`src/hdl/sdb_pkg.sv`:
```
// Shared types and constants of the stereo DC-blocking biquad.
package sdb_pkg;

    localparam int COEF_W      = 24;
    localparam int COEF_FRAC   = 22;
    localparam int SCALE_W     = 16;
    localparam int SCALE_SHIFT = 14;
    localparam int NUM_COEFS   = 5;
    localparam int CFG_IDX_W   = 3;
    localparam int NUM_CHANS   = 2;

    typedef logic signed [COEF_W-1:0] t_coef;

    typedef enum logic [CFG_IDX_W-1:0] {
        CF_B0,
        CF_B1,
        CF_B2,
        CF_A1,
        CF_A2
    } t_coef_idx;

    localparam t_coef COEF_RESET [NUM_COEFS] = '{
        t_coef'(4152260),
        t_coef'(-8304520),
        t_coef'(4152260),
        t_coef'(-8304098),
        t_coef'(4110637)
    };

    typedef enum logic [2:0] {
        ST_IDLE,
        ST_READ,
        ST_MAC,
        ST_ACC,
        ST_ROUND,
        ST_SCALE,
        ST_FINAL
    } t_state;

endpackage

```
`src/hdl/sdb_in_if.sv`:
```
// Input channel of the biquad: valid, ready and one sample beat.
interface sdb_in_if #(
    parameter int SAMPLE_BITS = 24
);
    import sdb_pkg::*;

    logic                          valid;
    logic                          ready;
    logic                          channel;
    logic signed [SAMPLE_BITS-1:0] sample_in;
    logic [SCALE_W-1:0]            out_scale;

    modport source (output valid, output channel, output sample_in, output out_scale,
                    input ready);
    modport sink   (input valid, input channel, input sample_in, input out_scale,
                    output ready);
endinterface

```
`src/hdl/sdb_out_if.sv`:
```
// Output channel of the biquad: valid, ready and one result beat.
interface sdb_out_if #(
    parameter int SAMPLE_BITS = 24
);
    logic                          valid;
    logic                          ready;
    logic                          channel_out;
    logic signed [SAMPLE_BITS-1:0] sample_out;

    modport source (output valid, output channel_out, output sample_out, input ready);
    modport sink   (input valid, input channel_out, input sample_out, output ready);
endinterface

```
`src/hdl/sdb_ram.sv`:
```
// Generic single-port-write, single-port-read RAM with a registered read.
module sdb_ram #(
    parameter int WIDTH = 96,
    parameter int DEPTH = 2
) (
    input  logic                     i_clk,
    input  logic                     i_we,
    input  logic [$clog2(DEPTH)-1:0] i_waddr,
    input  logic [WIDTH-1:0]         i_wdata,
    input  logic                     i_re,
    input  logic [$clog2(DEPTH)-1:0] i_raddr,
    output logic [WIDTH-1:0]         o_rdata
);
    logic [WIDTH-1:0] r_mem [DEPTH];
    logic [WIDTH-1:0] r_rdata;

    always_ff @(posedge i_clk) begin
        if (i_we) begin
            r_mem[i_waddr] <= i_wdata;
        end
        if (i_re) begin
            r_rdata <= r_mem[i_raddr];
        end
    end

    assign o_rdata = r_rdata;
endmodule

```
`src/hdl/stereo_dc_block_biquad.sv`:
```
// Top level of the stereo DC-blocking biquad in direct form I.
//
// The next beat is accepted in the cycle after the result is loaded, so a new
// sample is taken only once the last result is loaded, which needs the output
// side to keep up. The filter multiplier forms the five filter products one
// per cycle. Before it come the idle state, in which the beat is accepted, and
// the history read. After it come the states for the last accumulation,
// rounding, output scaling and the final saturation. The per-channel history
// lives in a two-entry RAM; a valid bit per channel makes an unwritten entry
// read as zero after reset. A finished result waits in its own register, so a
// new beat is taken while it is still pending.
module stereo_dc_block_biquad #(
    parameter int SAMPLE_BITS = 24
) (
    input  logic                          i_clk,
    input  logic                          i_rst_n,
    input  logic                          i_cfg_we,
    input  logic [sdb_pkg::CFG_IDX_W-1:0] i_cfg_idx,
    input  logic [sdb_pkg::COEF_W-1:0]    i_cfg_data,
    sdb_in_if.sink                        i_in,
    sdb_out_if.source                     o_out
);
    import sdb_pkg::*;

    localparam int SB     = SAMPLE_BITS;
    localparam int PROD_W = COEF_W + SB;
    localparam int ACC_W  = PROD_W + 3;
    localparam int YS_W   = ACC_W - COEF_FRAC;
    localparam int OP_W   = SB + SCALE_W + 1;
    localparam int OS_W   = OP_W - SCALE_SHIFT;
    localparam int HIST_W = 4 * SB;

    localparam logic signed [ACC_W-1:0] ACC_HALF = ACC_W'(1) <<< (COEF_FRAC - 1);
    localparam logic signed [OP_W-1:0]  OP_HALF  = OP_W'(1) <<< (SCALE_SHIFT - 1);
    localparam logic signed [SB-1:0]    SAT_MAX  = {1'b0, {(SB-1){1'b1}}};
    localparam logic signed [SB-1:0]    SAT_MIN  = {1'b1, {(SB-1){1'b0}}};

    t_state r_state;
    t_state n_state;

    t_coef     r_coef [NUM_COEFS];
    t_coef_idx r_tap;

    logic                     r_ch;
    logic [SCALE_W-1:0]       r_scale;
    logic signed [SB-1:0]     r_x;
    logic signed [SB-1:0]     r_x1;
    logic signed [SB-1:0]     r_x2;
    logic signed [SB-1:0]     r_y1;
    logic signed [SB-1:0]     r_y2;
    logic signed [PROD_W-1:0] r_prod;
    logic                     r_prod_neg;
    logic signed [ACC_W-1:0]  r_acc;
    logic signed [SB-1:0]     r_y;
    logic signed [OP_W-1:0]   r_oprod;

    logic                     r_out_vld;
    logic                     r_out_ch;
    logic signed [SB-1:0]     r_out_sample;

    logic [NUM_CHANS-1:0]     r_hist_vld;
    logic                     r_rd_vld;

    logic                     in_ready;
    logic                     in_accept;
    logic                     ram_we;
    logic                     out_load;
    logic                     acc_add;

    logic [HIST_W-1:0]        ram_rdata;
    logic [HIST_W-1:0]        ram_wdata;

    logic signed [SB-1:0]     mac_opnd;
    logic                     mac_neg;
    logic signed [ACC_W-1:0]  prod_ext;
    logic signed [ACC_W-1:0]  acc_rnd;
    logic signed [YS_W-1:0]   y_shift;
    logic signed [SB-1:0]     y_sat;
    logic signed [OP_W-1:0]   op_rnd;
    logic signed [OS_W-1:0]   o_shift;
    logic signed [SB-1:0]     o_sat;

    // Next-state logic.
    always_comb begin
        n_state = r_state;
        unique case (r_state)
            ST_IDLE: begin
                if (in_accept) begin
                    n_state = ST_READ;
                end
            end
            ST_READ:  n_state = ST_MAC;
            ST_MAC: begin
                if (r_tap == CF_A2) begin
                    n_state = ST_ACC;
                end
            end
            ST_ACC:   n_state = ST_ROUND;
            ST_ROUND: n_state = ST_SCALE;
            ST_SCALE: n_state = ST_FINAL;
            ST_FINAL: begin
                if (out_load) begin
                    n_state = ST_IDLE;
                end
            end
            default:  n_state = ST_IDLE;
        endcase
    end

    // Control outputs of the sequencer.
    always_comb begin
        in_ready = 1'b0;
        ram_we   = 1'b0;
        out_load = 1'b0;
        acc_add  = 1'b0;
        unique case (r_state)
            ST_IDLE:  in_ready = 1'b1;
            ST_READ:  ;
            ST_MAC:   acc_add  = (r_tap != CF_B0);
            ST_ACC:   acc_add  = 1'b1;
            ST_ROUND: ;
            ST_SCALE: ram_we   = 1'b1;
            ST_FINAL: out_load = !r_out_vld || o_out.ready;
            default:  ;
        endcase
    end

    assign in_accept   = i_in.valid && in_ready;
    assign i_in.ready  = in_ready;

    always_ff @(posedge i_clk) begin
        if (!i_rst_n) begin
            r_state <= ST_IDLE;
        end else begin
            r_state <= n_state;
        end
    end

    always_ff @(posedge i_clk) begin
        if (!i_rst_n) begin
            for (int i = 0; i < NUM_COEFS; i++) begin
                r_coef[i] <= COEF_RESET[i];
            end
        end else if (i_cfg_we) begin
            unique case (i_cfg_idx)
                CF_B0:   r_coef[CF_B0] <= i_cfg_data;
                CF_B1:   r_coef[CF_B1] <= i_cfg_data;
                CF_B2:   r_coef[CF_B2] <= i_cfg_data;
                CF_A1:   r_coef[CF_A1] <= i_cfg_data;
                CF_A2:   r_coef[CF_A2] <= i_cfg_data;
                default: ;
            endcase
        end
    end

    sdb_ram #(
        .WIDTH (HIST_W),
        .DEPTH (NUM_CHANS)
    ) u_hist_ram (
        .i_clk   (i_clk),
        .i_we    (ram_we),
        .i_waddr (r_ch),
        .i_wdata (ram_wdata),
        .i_re    (in_accept),
        .i_raddr (i_in.channel),
        .o_rdata (ram_rdata)
    );

    assign ram_wdata = {r_x, r_x1, r_y, r_y1};

    always_ff @(posedge i_clk) begin
        if (!i_rst_n) begin
            r_hist_vld <= '0;
        end else if (ram_we) begin
            r_hist_vld[r_ch] <= 1'b1;
        end
    end

    always_comb begin
        mac_opnd = r_x;
        mac_neg  = 1'b0;
        case (r_tap)
            CF_B0:   mac_opnd = r_x;
            CF_B1:   mac_opnd = r_x1;
            CF_B2:   mac_opnd = r_x2;
            CF_A1: begin
                mac_opnd = r_y1;
                mac_neg  = 1'b1;
            end
            CF_A2: begin
                mac_opnd = r_y2;
                mac_neg  = 1'b1;
            end
            default: mac_opnd = r_x;
        endcase
    end

    assign prod_ext = {{(ACC_W-PROD_W){r_prod[PROD_W-1]}}, r_prod};

    assign acc_rnd = r_acc + ACC_HALF;
    assign y_shift = acc_rnd[ACC_W-1:COEF_FRAC];

    always_comb begin
        if (!y_shift[YS_W-1] && (|y_shift[YS_W-2:SB-1])) begin
            y_sat = SAT_MAX;
        end else if (y_shift[YS_W-1] && !(&y_shift[YS_W-2:SB-1])) begin
            y_sat = SAT_MIN;
        end else begin
            y_sat = y_shift[SB-1:0];
        end
    end

    assign op_rnd  = r_oprod + OP_HALF;
    assign o_shift = op_rnd[OP_W-1:SCALE_SHIFT];

    always_comb begin
        if (!o_shift[OS_W-1] && (|o_shift[OS_W-2:SB-1])) begin
            o_sat = SAT_MAX;
        end else if (o_shift[OS_W-1] && !(&o_shift[OS_W-2:SB-1])) begin
            o_sat = SAT_MIN;
        end else begin
            o_sat = o_shift[SB-1:0];
        end
    end

    always_ff @(posedge i_clk) begin
        if (in_accept) begin
            r_ch     <= i_in.channel;
            r_x      <= i_in.sample_in;
            r_scale  <= i_in.out_scale;
            r_rd_vld <= r_hist_vld[i_in.channel];
        end
        if (r_state == ST_READ) begin
            r_tap <= CF_B0;
            if (r_rd_vld) begin
                r_x1 <= ram_rdata[4*SB-1:3*SB];
                r_x2 <= ram_rdata[3*SB-1:2*SB];
                r_y1 <= ram_rdata[2*SB-1:SB];
                r_y2 <= ram_rdata[SB-1:0];
            end else begin
                r_x1 <= '0;
                r_x2 <= '0;
                r_y1 <= '0;
                r_y2 <= '0;
            end
        end
        if (r_state == ST_MAC) begin
            r_prod     <= r_coef[r_tap] * mac_opnd;
            r_prod_neg <= mac_neg;
            r_tap      <= t_coef_idx'(r_tap + 1'b1);
            if (r_tap == CF_B0) begin
                r_acc <= '0;
            end
        end
        if (acc_add) begin
            r_acc <= r_prod_neg ? (r_acc - prod_ext) : (r_acc + prod_ext);
        end
        if (r_state == ST_ROUND) begin
            r_y <= y_sat;
        end
        if (r_state == ST_SCALE) begin
            r_oprod <= r_y * signed'({1'b0, r_scale});
        end
        if (out_load) begin
            r_out_ch     <= r_ch;
            r_out_sample <= o_sat;
        end
    end

    always_ff @(posedge i_clk) begin
        if (!i_rst_n) begin
            r_out_vld <= 1'b0;
        end else if (out_load) begin
            r_out_vld <= 1'b1;
        end else if (o_out.ready) begin
            r_out_vld <= 1'b0;
        end
    end

    assign o_out.valid       = r_out_vld;
    assign o_out.channel_out = r_out_ch;
    assign o_out.sample_out  = r_out_sample;
endmodule
```
`src/flat_wrapper.sv`:
```
// flat-port wrapper written by rule: the top's interface ports become plain ports
module stereo_dc_block_biquad_flat import sdb_pkg::*;
#(
    parameter int SAMPLE_BITS = 24
)
  (i_clk, i_rst_n, i_cfg_we, i_cfg_idx, i_cfg_data, i_in_valid, i_in_channel, i_in_sample_in, i_in_out_scale, i_in_ready, o_out_valid, o_out_channel_out, o_out_sample_out, o_out_ready);
  sdb_in_if #(.SAMPLE_BITS(SAMPLE_BITS)) i_in_i ();
  sdb_out_if #(.SAMPLE_BITS(SAMPLE_BITS)) o_out_i ();
  input  logic i_clk;
  input  logic i_rst_n;
  input  logic i_cfg_we;
  input  logic [sdb_pkg::CFG_IDX_W-1:0] i_cfg_idx;
  input  logic [sdb_pkg::COEF_W-1:0] i_cfg_data;
  input wire logic [$bits(i_in_i.valid)-1:0] i_in_valid;
  input wire logic [$bits(i_in_i.channel)-1:0] i_in_channel;
  input wire logic [$bits(i_in_i.sample_in)-1:0] i_in_sample_in;
  input wire logic [$bits(i_in_i.out_scale)-1:0] i_in_out_scale;
  output wire logic [$bits(i_in_i.ready)-1:0] i_in_ready;
  output wire logic [$bits(o_out_i.valid)-1:0] o_out_valid;
  output wire logic [$bits(o_out_i.channel_out)-1:0] o_out_channel_out;
  output wire logic [$bits(o_out_i.sample_out)-1:0] o_out_sample_out;
  input wire logic [$bits(o_out_i.ready)-1:0] o_out_ready;
  assign i_in_i.valid = i_in_valid;
  assign i_in_i.channel = i_in_channel;
  assign i_in_i.sample_in = i_in_sample_in;
  assign i_in_i.out_scale = i_in_out_scale;
  assign i_in_ready = i_in_i.ready;
  assign o_out_valid = o_out_i.valid;
  assign o_out_channel_out = o_out_i.channel_out;
  assign o_out_sample_out = o_out_i.sample_out;
  assign o_out_i.ready = o_out_ready;
  stereo_dc_block_biquad #(.SAMPLE_BITS(SAMPLE_BITS)) u_core (.i_clk(i_clk), .i_rst_n(i_rst_n), .i_cfg_we(i_cfg_we), .i_cfg_idx(i_cfg_idx), .i_cfg_data(i_cfg_data), .i_in(i_in_i), .o_out(o_out_i));
endmodule
```
`config.mk`:
```
export PLATFORM = sky130hd
export DESIGN_NAME = stereo_dc_block_biquad_flat
export DESIGN_NICKNAME = d
export VERILOG_FILES = /design/src/hdl/sdb_pkg.sv /design/src/hdl/sdb_in_if.sv /design/src/hdl/sdb_out_if.sv /design/src/hdl/sdb_ram.sv /design/src/hdl/stereo_dc_block_biquad.sv /design/src/flat_wrapper.sv
export SDC_FILE = /design/constraint.sdc
export NUM_CORES = 2
export LEC_CHECK = 0
export BUFFER_PORTS_ARGS = -buffer_cell sky130_fd_sc_hd__buf_2
export CAP_MARGIN = 25
export CORE_ASPECT_RATIO = 1.4
export CORE_MARGIN = 3
export CORE_UTILIZATION = 31
export DETAILED_ROUTE_END_ITERATION = 10
export SLEW_MARGIN = 25
export SYNTH_ARGS = -nofsm -noshare
export SYNTH_HDL_FRONTEND = slang
export SYNTH_HIERARCHICAL = 1
export SYNTH_SLANG_ARGS = --single-unit
```
`constraint.sdc`:
```
create_clock -name i_clk -period 13.9 [get_ports i_clk]
set_input_delay 0.695 -clock i_clk [delete_from_list [all_inputs] [get_ports i_clk]]
set_output_delay 0.695 -clock i_clk [all_outputs]
set_load 0.005 [all_outputs]
```
Yosys cells after proc, flatten, opt, wreduce, memory -nomap -nowiden
Memories as Yosys holds them, arrays and structs flattened. A register that Yosys moved wholly into a read port is not among the register bits. Cells that the tools add are included.

Memories kept: 2. Input bits: 73. Bits in latches: 0. Bits in writable memories: 312. Bits in read-only memories: 0. Register bits: 337. Logic and storage cells: 134.

Bitwise logic cells: 6. Divide/modulo/power cells: 0. Eq/ne operators: 17. Magnitude comparators: 3. Add/subtract/negate cells: 5. Shift-type cells: 0. Reduce and logical (&&, ||, !) cells: 27. Multipliers: 2. Multiplexer cells: 53.

Memory list: u_core.u_hist_ram.r_mem (words 2, bits a word 96, read ports 1, clocked after memory_dff 1, wr ports 1, RTL line sdb_ram.sv:14) `logic [WIDTH-1:0] r_mem [DEPTH];`; u_core.r_coef (words 5, bits a word 24, read ports 1, clocked after memory_dff 1, wr ports 5, RTL line stereo_dc_block_biquad.sv:41) `t_coef r_coef [NUM_COEFS];`.

Operator list (count): $mux 51 (4); $mux 24 (7); $pmux 24 s4 (1); $add 51x23->51 const B (1); $add 51x48->51 (1); $sub 51x48->51 (1); $mul 24x24->48 (1); $add 41x15->41 const B (1); $mul 24x17->41 (1); $mux 1 (32); $pmux 3 s7 (1); $eq 3x2->1 const B (6); $mux 3 (6); $eq 3x3->1 const B (5); $eq 3x1->1 const B (3); $logic_not 3->1 (3); $reduce_bool 2->1 (4); $logic_and 1x1->1 (6); $ne 2x1->1 const B (3); $reduce_and 3->1 (2); $logic_not 1->1 (5); $or 1x1->1 (5); $reduce_and 5->1 (1); $reduce_or 5->1 (1); other kinds (11) (12).

Logic depth before layout (Yosys ltp)
Depth after elaboration: 6. Mapped depth: 37. Gate-level depth less buffers: 33.

By module
The synthesis kept the hierarchy.

By module, submodules not included: stereo_dc_block_biquad (cells each 5439, instances 1, area each 55538.3 um2); sdb_ram (cells each 397, instances 1, area each 10023.4 um2).

Worst setup path after synthesis
Ideal clock, no wire load.

Kind: register to register. Start: reg u_core.r_tap[0]. End: reg u_core.r_prod[46], data pin. Required time: 13.641 ns. Stages on the path, launching flop included: 35. Slack: 5.091 ns. Buffers on the path: 5. Arrival: 8.550 ns. Library setup time: 0.259 ns. Path through: edfxtp_1 > inv_1 > ha_1 > and2_1 > clkbuf_1 > a21o_1 > or3_1 > clkbuf_1 > clkbuf_1 > o21ai_1 > clkbuf_1 > nor2_1 > fa_1 > inv_1 > fa_1 > fa_1 > inv_1 > fa_1 > inv_1 > fa_1 > inv_1 > fa_1 > inv_1 > fa_1 > inv_1 > ha_1 > clkbuf_1 > nand3_1 > or3_1 > o31a_1 > o31ai_4 > a31oi_2 > o41ai_2 > o221a_1 > xor2_1.

Word-level cells in the longest chain between the ends: 3. Elaborated cells on any way between the ends: 6. Those cells by class: 1 x mul; 4 x eq/ne; 1 x mux.

Ends and longest elaborated chain: start: declaration (RTL line stereo_dc_block_biquad.sv:42) `t_coef_idx r_tap;`; start signal: assignment (RTL line stereo_dc_block_biquad.sv:250) `r_tap <= t_coef_idx'(r_tap + 1'b1);`; $eq 3x3->1 (tied with other cells) (RTL line stereo_dc_block_biquad.sv:182) `case (r_tap)`; $pmux 24 s4 * (RTL line stereo_dc_block_biquad.sv:182); $mul 24x24->48 * (RTL line stereo_dc_block_biquad.sv:248) `r_prod <= r_coef[r_tap] * mac_opnd;`; end signal: assignment (RTL line stereo_dc_block_biquad.sv:248); end: declaration (RTL line stereo_dc_block_biquad.sv:51) `logic signed [PROD_W-1:0] r_prod;`.

Every way passes the cells marked *; elsewhere a longest branch is shown, timed or not. A chain may end at the register's enable or synchronous reset.

Worst setup path in the final report
Same ends and word-level chain as after synthesis.

==> flow_summary_export.csv <==
group,metric,value,unit
route,vias,42090,
finish,regArea,0.02198,mm2
critical_path,critPathMaxFanout,55,
yosys,synth-simple-area-share,0.1149,
clocking,htreeDepth,3,
critical_path,end_kind,"flop",
yosys,async_reset_ff_frac,0,
worst_hold_path,whs_path_depth,1,
timing,max_freq,0.1014,GHz
yosys,synthFlopType,"edfxtp_1",
yosys,synthMuxAreaShare,0.03513,
route,wl_per_cell,19.09,um
timing,clock-skew-final,0.08206,ns
timing,finalCritPeriodShare,0.7098,
route,drt-total-wl,167300,um
route,drt-initial-drc-count,2351,
yosys,synthAdderAreaFrac,0.3557,
yosys,synth_top_area_cell,"edfxtp_1",
finish,final_layout_size_suffix_gt1_frac,0.09143,
critical_path,critPathMaxStageDelay,0.91,ns
place,hpwl,128000,um
timing,setup_viol,0,
finish,multiInputGateArea,0.03897,mm2
global_routing,grt.overflow.total,0,
yosys,ys_seq_elements,735,
critical_path,worstRegToRegCells,30,
worst_hold_path,hp-class,"primary input to flop",
clocking,cts_setup_buffers,0,
clocking,cts_resized,0,
worst_hold_path,min_from,"i_in_out_scale[11]",
critical_path,cp_common_cell,"fa_1",
global_routing,grt_max_degree,97,
timing,rsz0062_at_grt,"false",
worst_hold_path,hold_end,"u_core/r_scale[11]$_DFFE_PP_",
status,status,"finished clean",
yosys,synth_edf_count,726,
route,drc_errors,0,
global_routing,grt_pass1_vias,46860,
die,io-pin-count,100,
timing,worst_pin_slew,1.146,ns
finish,fin_nets,7232,
critical_path,rrSetupSlack,4.03,ns
yosys,synth_top_area_frac,0.3325,
yosys,synth_nets,7183,
critical_path,rr_startpoint,"u_core/r_tap[0]$_DFFE_PN_",
die,die-area,0.2171,mm2
route,drtPass1Iterations,6,
clocking,cts_tree,"built",
yosys,synth_common_cells,"inv_1, fa_1, edfxtp_1",
die,start_util,0.3120,
yosys,synth_area_leaders,"edfxtp_1, fa_1, inv_1",
die,core_area,0.2101,mm2
place,place_congestion,0.9221,
yosys,yosysWarnings,6,
timing,slew-limit-headroom,0.2333,
route,ant_nets,0,
global_routing,antenna_found_initial,8,
die,row_count,199,
critical_path,crit_required,14.33,ns
yosys,syn_inst,5836,
yosys,synth_xor_area_frac,0.03044,
critical_path,reg2reg_to,"u_core/r_prod[46]$_DFFE_PP_",
clocking,cts_hold_buf,0,
clocking,clk_pin_slew,0.06,ns
critical_path,arrival,10.30,ns
yosys,netlist-cell-type-count,80,
critical_path,critPathKind,"flop to flop",
clocking,clock_path_buffers,3,
global_routing,grt_pass1_wl,266900,um
timing,fin_crit,9.866,ns
clocking,worstSkewPairLatency,0.71,ns
critical_path,critPathSlowestCell,"a31oi_2",
yosys,synth.most_common_cell,"inv_1",
yosys,synth_top_family_by_area,"adder cells",
yosys,synth-compound-area-share,0.05447,
timing,finalSetupTns,0,ns
finish,nFillCells,20880,
clocking,numCtsBuffers,81,
clocking,cts-root-buf,"clkbuf_16",
global_routing,track_usage,0.1564,
timing,hold_viol_final,0,
place,port_buffers,99,
route,via_per_inst,4.800,
yosys,avgSynthCellArea,11.23,um2
yosys,syn-cell-area,0.06556,mm2
timing,slew_violations,0,
die,die_w,394.7,um
finish,areaGrowthSynthToFinish,10.43,%
clocking,clock_sinks,735,
yosys,yosysSeqAreaShare,0.3353,
die,fp.dieH,550.1,um
flow_run,drv_cap,0,
critical_path,start_kind,"flop",
registers in the layout, indices dropped and copies added, names as in the netlist, named ones only:
register and count:
u_core/o_out.channel_out 1, u_core/o_out.sample_out 24, u_core/o_out.valid 1, u_core/r_acc 51, u_core/r_ch 1, u_core/r_coef 120, u_core/r_hist_vld 2, u_core/r_oprod 28
u_core/r_prod 48, u_core/r_prod_neg 1, u_core/r_rd_vld 1, u_core/r_scale 16, u_core/r_state 3, u_core/r_tap 3, u_core/r_x 24, u_core/r_x1 24
u_core/r_x2 24, u_core/r_y 24, u_core/r_y1 24, u_core/r_y2 24, u_core/u_hist_ram/o_rdata 96, u_core/u_hist_ram/r_mem 192
how the worst max path moves through the flow:
stage | endpoint | slack, ns | from | cells after the start
after floorplan | u_core/r_prod[46]$_DFFE_PP_ | 5.09 | u_core/r_tap[0]$_DFFE_PN_ | 34
after global placement | u_core/r_prod[46]$_DFFE_PP_ | 4.20 | u_core/r_tap[0]$_DFFE_PN_ | 30
after detailed placement | u_core/r_prod[46]$_DFFE_PP_ | 4.13 | u_core/r_tap[0]$_DFFE_PN_ | 30
after CTS | u_core/r_prod[46]$_DFFE_PP_ | 4.08 | u_core/r_tap[0]$_DFFE_PN_ | 30
after global routing | u_core/r_prod[44]$_DFFE_PP_ | 3.68 | u_core/r_tap[1]$_DFFE_PN_ | 32
final | u_core/r_prod[46]$_DFFE_PP_ | 4.03 | u_core/r_tap[0]$_DFFE_PN_ | 30
worst max-delay path: cells and delay by family (launching register included):
family	cells	cell delay (ns)
AO/OA/AOI/OAI	6	2.63
XOR/XNOR	1	0.07
adder cells (fa/ha/maj)	9	4.10
buffers and inverters	8	1.24
flip-flops	1	0.46
AND/OR/NAND/NOR	6	1.09
cell usage in the layout (no fill, tap or decap), types with 25 or more instances in the layout:
cell       instances
a21o_1            64
a21oi_1          128
a22oi_1           52
and2_1           308
and3_1            32
buf_2             98
buf_4             90
clkbuf_16         81
edfxtp_1         726
fa_1             983
ha_1             291
inv_1           1036
mux2_2            79
mux2_4            40
nand2_1          582
nand2b_1          68
nand3_1           49
nor2_1           445
nor3_1            25
o21ai_0          113
xnor2_1          145
xor2_1            81
layout make-up:
class / count / area share
Clock buffer: 102 / 0.02909
Tap cell: 2814 / 0.04863
Multi-Input combinational cell: 3832 / 0.5383
Antenna cell: 3 / 0.0001037
Sequential cell: 735 / 0.3036
Timing Repair Buffer: 196 / 0.01801
Inverter: 1039 / 0.05390
Clock inverter: 46 / 0.008295
metrics by stage:
stage	hold WS, ns	area, um2	util	setup WS [ns]	std cells
2_1_floorplan	0.4365	65560	-	5.091	5836
3_3_place_gp	0.4445	69540	0.3309	4.202	8609
3_5_place_dp	0.4670	69610	0.3312	4.129	8612
4_1_cts	0.08768	72310	0.3441	4.078	8760
5_1_grt	0.1085	72390	0.3445	3.676	8765
6_report	0.1551	72400	0.3445	4.034	8767
layer usage:
layer	routed length, um	share of wire	vias to the layer above	track usage
met5	13	0.000078	-	0
met2	85640	0.51	1171	0.2792
li1	-	-	18720	-
met3	8169	0.049	346	0.02270
met1	66120	0.40	21840	0.1878
met4	7381	0.044	2	0.06648
cell families after synthesis:
kind of cell | count (synthesis)
multiplexers | 170
buffers and inverters | 1269
XOR/XNOR | 227
AND/OR/NAND/NOR | 1617
flip-flops | 735
adder cells (fa/ha/maj) | 1274
AO/OA/AOI/OAI | 544
Power is left out: the tool's default activity adds up to more than one toggle a clock period on the data nets, which glitch-free logic cannot reach.
